===== src/hw/rtl/cdd_pkg.sv =====
// Shared types and constants of the channel disk dilation block.
package cdd_pkg;

	localparam int PIX_W     = 32;
	localparam int FW_W      = 11;
	localparam int FH_W      = 16;
	localparam int RAD_W     = 3;
	localparam int CSEL_W    = 2;
	localparam int CFG_IDX_W = 3;
	localparam int CFG_DATA_W = 32;

	localparam logic [PIX_W-1:0]  FULL_WHITE    = 32'hffff_ffff;
	localparam logic [FW_W-1:0]   FW_RESET      = 11'd640;
	localparam logic [FH_W-1:0]   FH_RESET      = 16'd480;
	localparam logic [RAD_W-1:0]  RAD_RESET     = 3'd2;
	localparam logic [CSEL_W-1:0] CSEL_RESET    = 2'd3;
	localparam logic [PIX_W-1:0]  SPREAD_RESET  = 32'hffff_ffff;

	localparam logic CMD_PIXEL = 1'b0;
	localparam logic CMD_FLUSH = 1'b1;

	typedef enum logic [CFG_IDX_W-1:0] {
		REG_FRAME_WIDTH    = 3'd0,
		REG_FRAME_HEIGHT   = 3'd1,
		REG_DISK_RADIUS    = 3'd2,
		REG_CHANNEL_SELECT = 3'd3,
		REG_SPREAD_COLOR   = 3'd4
	} cfg_reg_t;

	typedef struct packed {
		logic store;
		logic scan_init;
		logic scan_step;
		logic emit;
	} ctl_cmd_t;

	typedef struct packed {
		logic pix_ok;
		logic emit_req;
		logic scan_last;
		logic out_free;
	} dp_status_t;

endpackage


===== src/hw/rtl/cdd_ctrl.sv =====
// Controller: sequences accept, disk scan, pipeline drain and result load.
module cdd_ctrl (
	input  logic                clk,
	input  logic                arst_n,
	input  logic                in_valid,
	output logic                in_ready,
	input  cdd_pkg::dp_status_t st,
	output cdd_pkg::ctl_cmd_t   cmd
);
	import cdd_pkg::*;

	typedef enum logic [4:0] {
		ST_IDLE   = 5'b00001,
		ST_SCAN   = 5'b00010,
		ST_DRAIN1 = 5'b00100,
		ST_DRAIN2 = 5'b01000,
		ST_EMIT   = 5'b10000
	} state_t;

	state_t state_q, state_d;

	always_ff @(posedge clk or negedge arst_n) begin
		if (!arst_n) begin
			state_q <= ST_IDLE;
		end else begin
			state_q <= state_d;
		end
	end

	always_comb begin
		state_d = state_q;
		cmd     = '0;
		in_ready = 1'b0;
		unique case (state_q)
			ST_IDLE: begin
				in_ready = 1'b1;
				if (in_valid) begin
					cmd.store = st.pix_ok;
					if (st.emit_req) begin
						cmd.scan_init = 1'b1;
						state_d = ST_SCAN;
					end
				end
			end
			ST_SCAN: begin
				cmd.scan_step = 1'b1;
				if (st.scan_last) begin
					state_d = ST_DRAIN1;
				end
			end
			ST_DRAIN1: begin
				state_d = ST_DRAIN2;
			end
			ST_DRAIN2: begin
				state_d = ST_EMIT;
			end
			ST_EMIT: begin
				if (st.out_free) begin
					cmd.emit = 1'b1;
					state_d = ST_IDLE;
				end
			end
			default: begin
				state_d = ST_IDLE;
			end
		endcase
	end

endmodule


===== config.mk =====
export PLATFORM = sky130hd
export DESIGN_NAME = cdd_ctrl
export DESIGN_NICKNAME = d
export VERILOG_FILES = /design/src/hw/rtl/cdd_pkg.sv /design/src/hw/rtl/cdd_ctrl.sv
export SDC_FILE = /design/constraint.sdc
export NUM_CORES = 1
export LEC_CHECK = 0
export BUFFER_PORTS_ARGS = -buffer_cell sky130_fd_sc_hd__buf_4
export CAP_MARGIN = 10
export CELL_PAD_IN_SITES_DETAIL_PLACEMENT = 1
export CELL_PAD_IN_SITES_GLOBAL_PLACEMENT = 1
export CORE_AREA = 2 2 39 41
export CTS_CLUSTER_SIZE = 30
export DETAILED_ROUTE_END_ITERATION = 8
export DIE_AREA = 0 0 41 43
export PLACE_DENSITY_LB_ADDON = 0.1
export SLEW_MARGIN = 40
export SYNTH_ARGS = -nofsm -noshare
export SYNTH_HDL_FRONTEND = slang
export SYNTH_SLANG_ARGS = --single-unit

===== constraint.sdc =====
create_clock -name clk -period 3.4 [get_ports clk]
set_input_delay 0 -clock clk [delete_from_list [all_inputs] [get_ports clk]]
set_output_delay 0 -clock clk [all_outputs]
set_load 0.02 [all_outputs]

Word-level counts from Yosys, hierarchy flattened. Cells that the tools add are included.

Multiplexer cells: 12. Reductions and logical operators: 1. Equal/unequal tests: 9.

Operators with widths (count): 5-bit one-hot mux with 5 select lines (1); 5-bit 2-to-1 mux (4); 2-bit inequality test (second input constant) (4); 5-bit by 1-bit == test with 1-bit output (second input constant) (1); 5-bit by 2-bit == test with 1-bit output (second input constant) (1); 5-bit by 3-bit == test with 1-bit output (second input constant) (1); 5-bit by 4-bit == test with 1-bit output (second input constant) (1); 5-bit == test (second input constant) (1); 1-bit 2-to-1 mux (5); 2-bit 2-to-1 mux (2); 4-bit AND reduction (1).

Input bits: 7. Flip-flop bits (word level): 5.

Depth between registers and ports, before layout.
Depth after elaboration: 3. Gate-level depth with buffers: 5. Gate-level depth less buffers: 4.

Worst setup path before layout. Ideal clock, no wire load.

Path kind: reg2out. Start: register state_q[2]. End: output port cmd[0] (netlist name). Data arrival time: 1387 ps. Setup slack: 2013 ps. Cell stages (with the launch flop): 3. Cell sequence: dfrtp_1 -> or2_1 -> nor4_1.

RTL lines: from (decl) (line cdd_ctrl.sv:20) `state_t state_q, state_d;`; from (signal assigned) (line cdd_ctrl.sv:26) `state_q <= state_d;`; to (decl) (line cdd_ctrl.sv:8) `output cdd_pkg::ctl_cmd_t cmd`.

==> summary.md <==
| Metric | Value |
|---|---|
| # DRC | 0 |
| Number of buffers and inverters on the critical path | 2 |
| Fmax | 641 MHz |
| DIE WIDTH | 41 um |
| Largest registers | state_q x5 |
| Register bit total from synthesis | 5 |
| Row cnt | 14 |
| Mapped Nets | 43 |
| Startpoint Class | register |
| RSZ-0062 raised after global routing | no |
| Critical path type | reg2out |
| Top cells by area, synth | dfrtp_1 29%, dfstp_2 7.6%, nor4_4 6.2% |
| Design area | 473 sq um |
| Fin util | 34.2% |
| Final min period | 1.56 ns |
| Critical Path RT | around 3.4 ns |
| I/O pin count | 12 |
| Final setup fails | 0 |
| PortBufs | 11 |
| Total global-route track usage | 12.8% |
| Filler instances | 165 |
| Cell variety after synth | 25 |
| Slowest CP cell | dfrtp_1 |
| Cell Count, Final, Fillers Out | 66 |
| Final period utilization | between 40% and 50% |
| Share of cells above drive strength 1 | 42.0% |
| Top delay family on crit path | simple AND/OR/NAND/NOR gates |
| Final Max Slew Viols | 0 |
| Fin Setup TNS | 0 ns |
| Worst Hold Class | in2reg |
| GRT overflow | 0 |
| Slew @ Worst Pin | between 0.4 and 0.5 ns |
| Cells after Synth | 36 |
| Area after DPL | 425 sq um |
| Clock Pin Slew Worst Setup and Hold Paths | 0.05 ns |
| Seq/Total Area, Yosys | 36.7% |
| Vias in the first global route | 321 |
| First drt pass iteration count | 3 |
| Synthesis Warnings | 0 |
| Synth top area share | between 20 and 30% |
| TritonCTS buffer count | 3 |
| CTS H-Tree Depth | 1 |
| Clk_lat worst skew | 0.26 ns |
| Starting Density | about 25% |
| Deepest clock path buffer count | 2 |
| Top reg by flops | state_q |
| Slew margin rel. | 71.1% |
| Largest net degree at the start of global routing | 11 |
| Hold path start | st[0] |
| First-iteration detailed-routing DRC count | 1 |
| Max reg flops | 5 |
| Maximum VDD drop | 0.210 mV |
| PnR worst setup slack | 1.84 ns |
| Setup WS pre-CTS | 2.10 ns |
| Global-route wire length before repair | 1440 um |
| Clk_skew | 0.0106 ns |
| Final Power | 0.286 mW |
| Worst Path Max Fanout | 7 |
| Endpoints failing hold | 0 |
| LEAKAGE | between 0.2 and 0.25 nW |
| Full die area | 1760 sq um |
| Mapped cell area | 344 sq um |
| Outcome | completed |
| Core Region | about 1400 sq um |
| DRT antenna net count | 0 |
| Reg2Reg Launch Point | state_q[0] |
| Area growth from synthesis to layout | 37.5% |
| Sinks on Clock Net | 5 |
| CTS tree | yes |
| Max-Cap Viols | 0 |
| Routed wire length | 840 um |
| Crit path largest cell delay | 0.50 ns |
| Placed insts | 60 |
| Via-to-Cell Ratio | 4.83 |
| Crit end category | output pin |
| Placer Congestion | slightly above 0.7 |
| Dpl hpwl | approximately 640 um |
| Syn Area/Cell | 9.56 sq um |
| Synth area leader | dfrtp_1 |
| Avg WL per Cell | 12.7 um |
| Final net count | 58 |
| Hold WS | around 0.036 ns |
| CP startpoint | state_q[4] |
| Ant diodes | 0 |
| Pwr/cell area | 604 nW/um^2 |
| Initial antenna violation count | 0 |
| Worst EP arrival | about 1.6 ns |
| Root Buffer Master | clkbuf_4 |
| Height of the die | 43 um |
| Vias | 319 |
| CP Cell Sequence | nor4_4, nand2_2, inv_2, and3_1, buf_4 |
-- metal layers --
metal	part of all wire, %	up-vias	global-route usage [%]
met5	0	-	0
met4	3.1	0	10.0
met3	5.6	3	3.66
met2	49	14	17.8
met1	42	147	15.6
li1	-	155	-
-- final cells by class --
type	count	area [sq um]	area share, %
multi-input cells	26	189	39.9
inverters	2	7.51	1.59
flip-flops and latches	5	126	26.7
clock inverters	1	5.00	1.06
well taps	16	20.0	4.23
repair buffers	13	103	21.7
clock buffers	3	22.5	4.76
-- cell families (layout without fill, tap and decap cells) --
| group | after synthesis | after routing | share of synthesized area, % |
|---|---|---|---|
| xor gates and xnor gates | 1 | 1 | 2.55 |
| muxes | 1 | 1 | 2.91 |
| and+or+nand+nor | 20 | 20 | 37.5 |
| buffers and inverters | 5 | 19 | 8.36 |
| DFF | 5 | 5 | 36.7 |
| AOI/OAI and AO/OA | 4 | 4 | 12.0 |
-- tightest hold or removal path: stages --
cell and delay [ns]:
buf_4 0.10, o41ai_2 0.07, o311ai_1 0.09
-- cell usage in the layout (no fill, tap or decap), types with 2 or more instances in the layout --
master,netlist,final
dfrtp_1,4,4
nor4_1,2,2
dlygate4sd3_1,0,2
nor2_1,3,3
nor3_1,3,3
clkbuf_4,0,3
nand2b_1,2,2
buf_4,0,11
nand2_1,2,2
-- power by group --
part / switching, mW / internal (mW)
combinational: 0.0571 / 0.0519
clock: 0.0307 / 0.0429
sequential: 0.0286 / 0.0746
-- what timing repair did --
item | 4_1_cts | 5_1_grt
endpoints found under the setup margin | 0 | 0
hold buffers | 2 | 0
endpoints found under the hold margin | 7 | 0
gates resized for setup | 0 | 0
setup buffers | 0 | 0
-- cell usage after synthesis (all sizes together) --
cell and number:
nor2 3, dfstp 1, nor4 4, nand2 3, nor3 3, buf 3
and3 1, and2 1, o311ai 1, or2 1, o21a 1, nand3 1
mux2i 1, o2bb2ai 1, dfrtp 4, inv 2, nor2b 1, xnor2 1
nand2b 2, o41ai 1
-- final timing paths --
check / end / slack [ns] / cells after the start
worst max register to register: state_q[0] / 2.16 / 3
max in group asynchronous: state_q[0] / 3.12 / 2
min in group asynchronous: state_q[1] / 0.09 / 2
worst max-delay path: cmd[3] / 1.84 / 5
worst min register to register: state_q[0] / 0.64 / 2
worst min-delay path: state_q[0] / 0.04 / 3
Power figures use the tool's default switching activity.
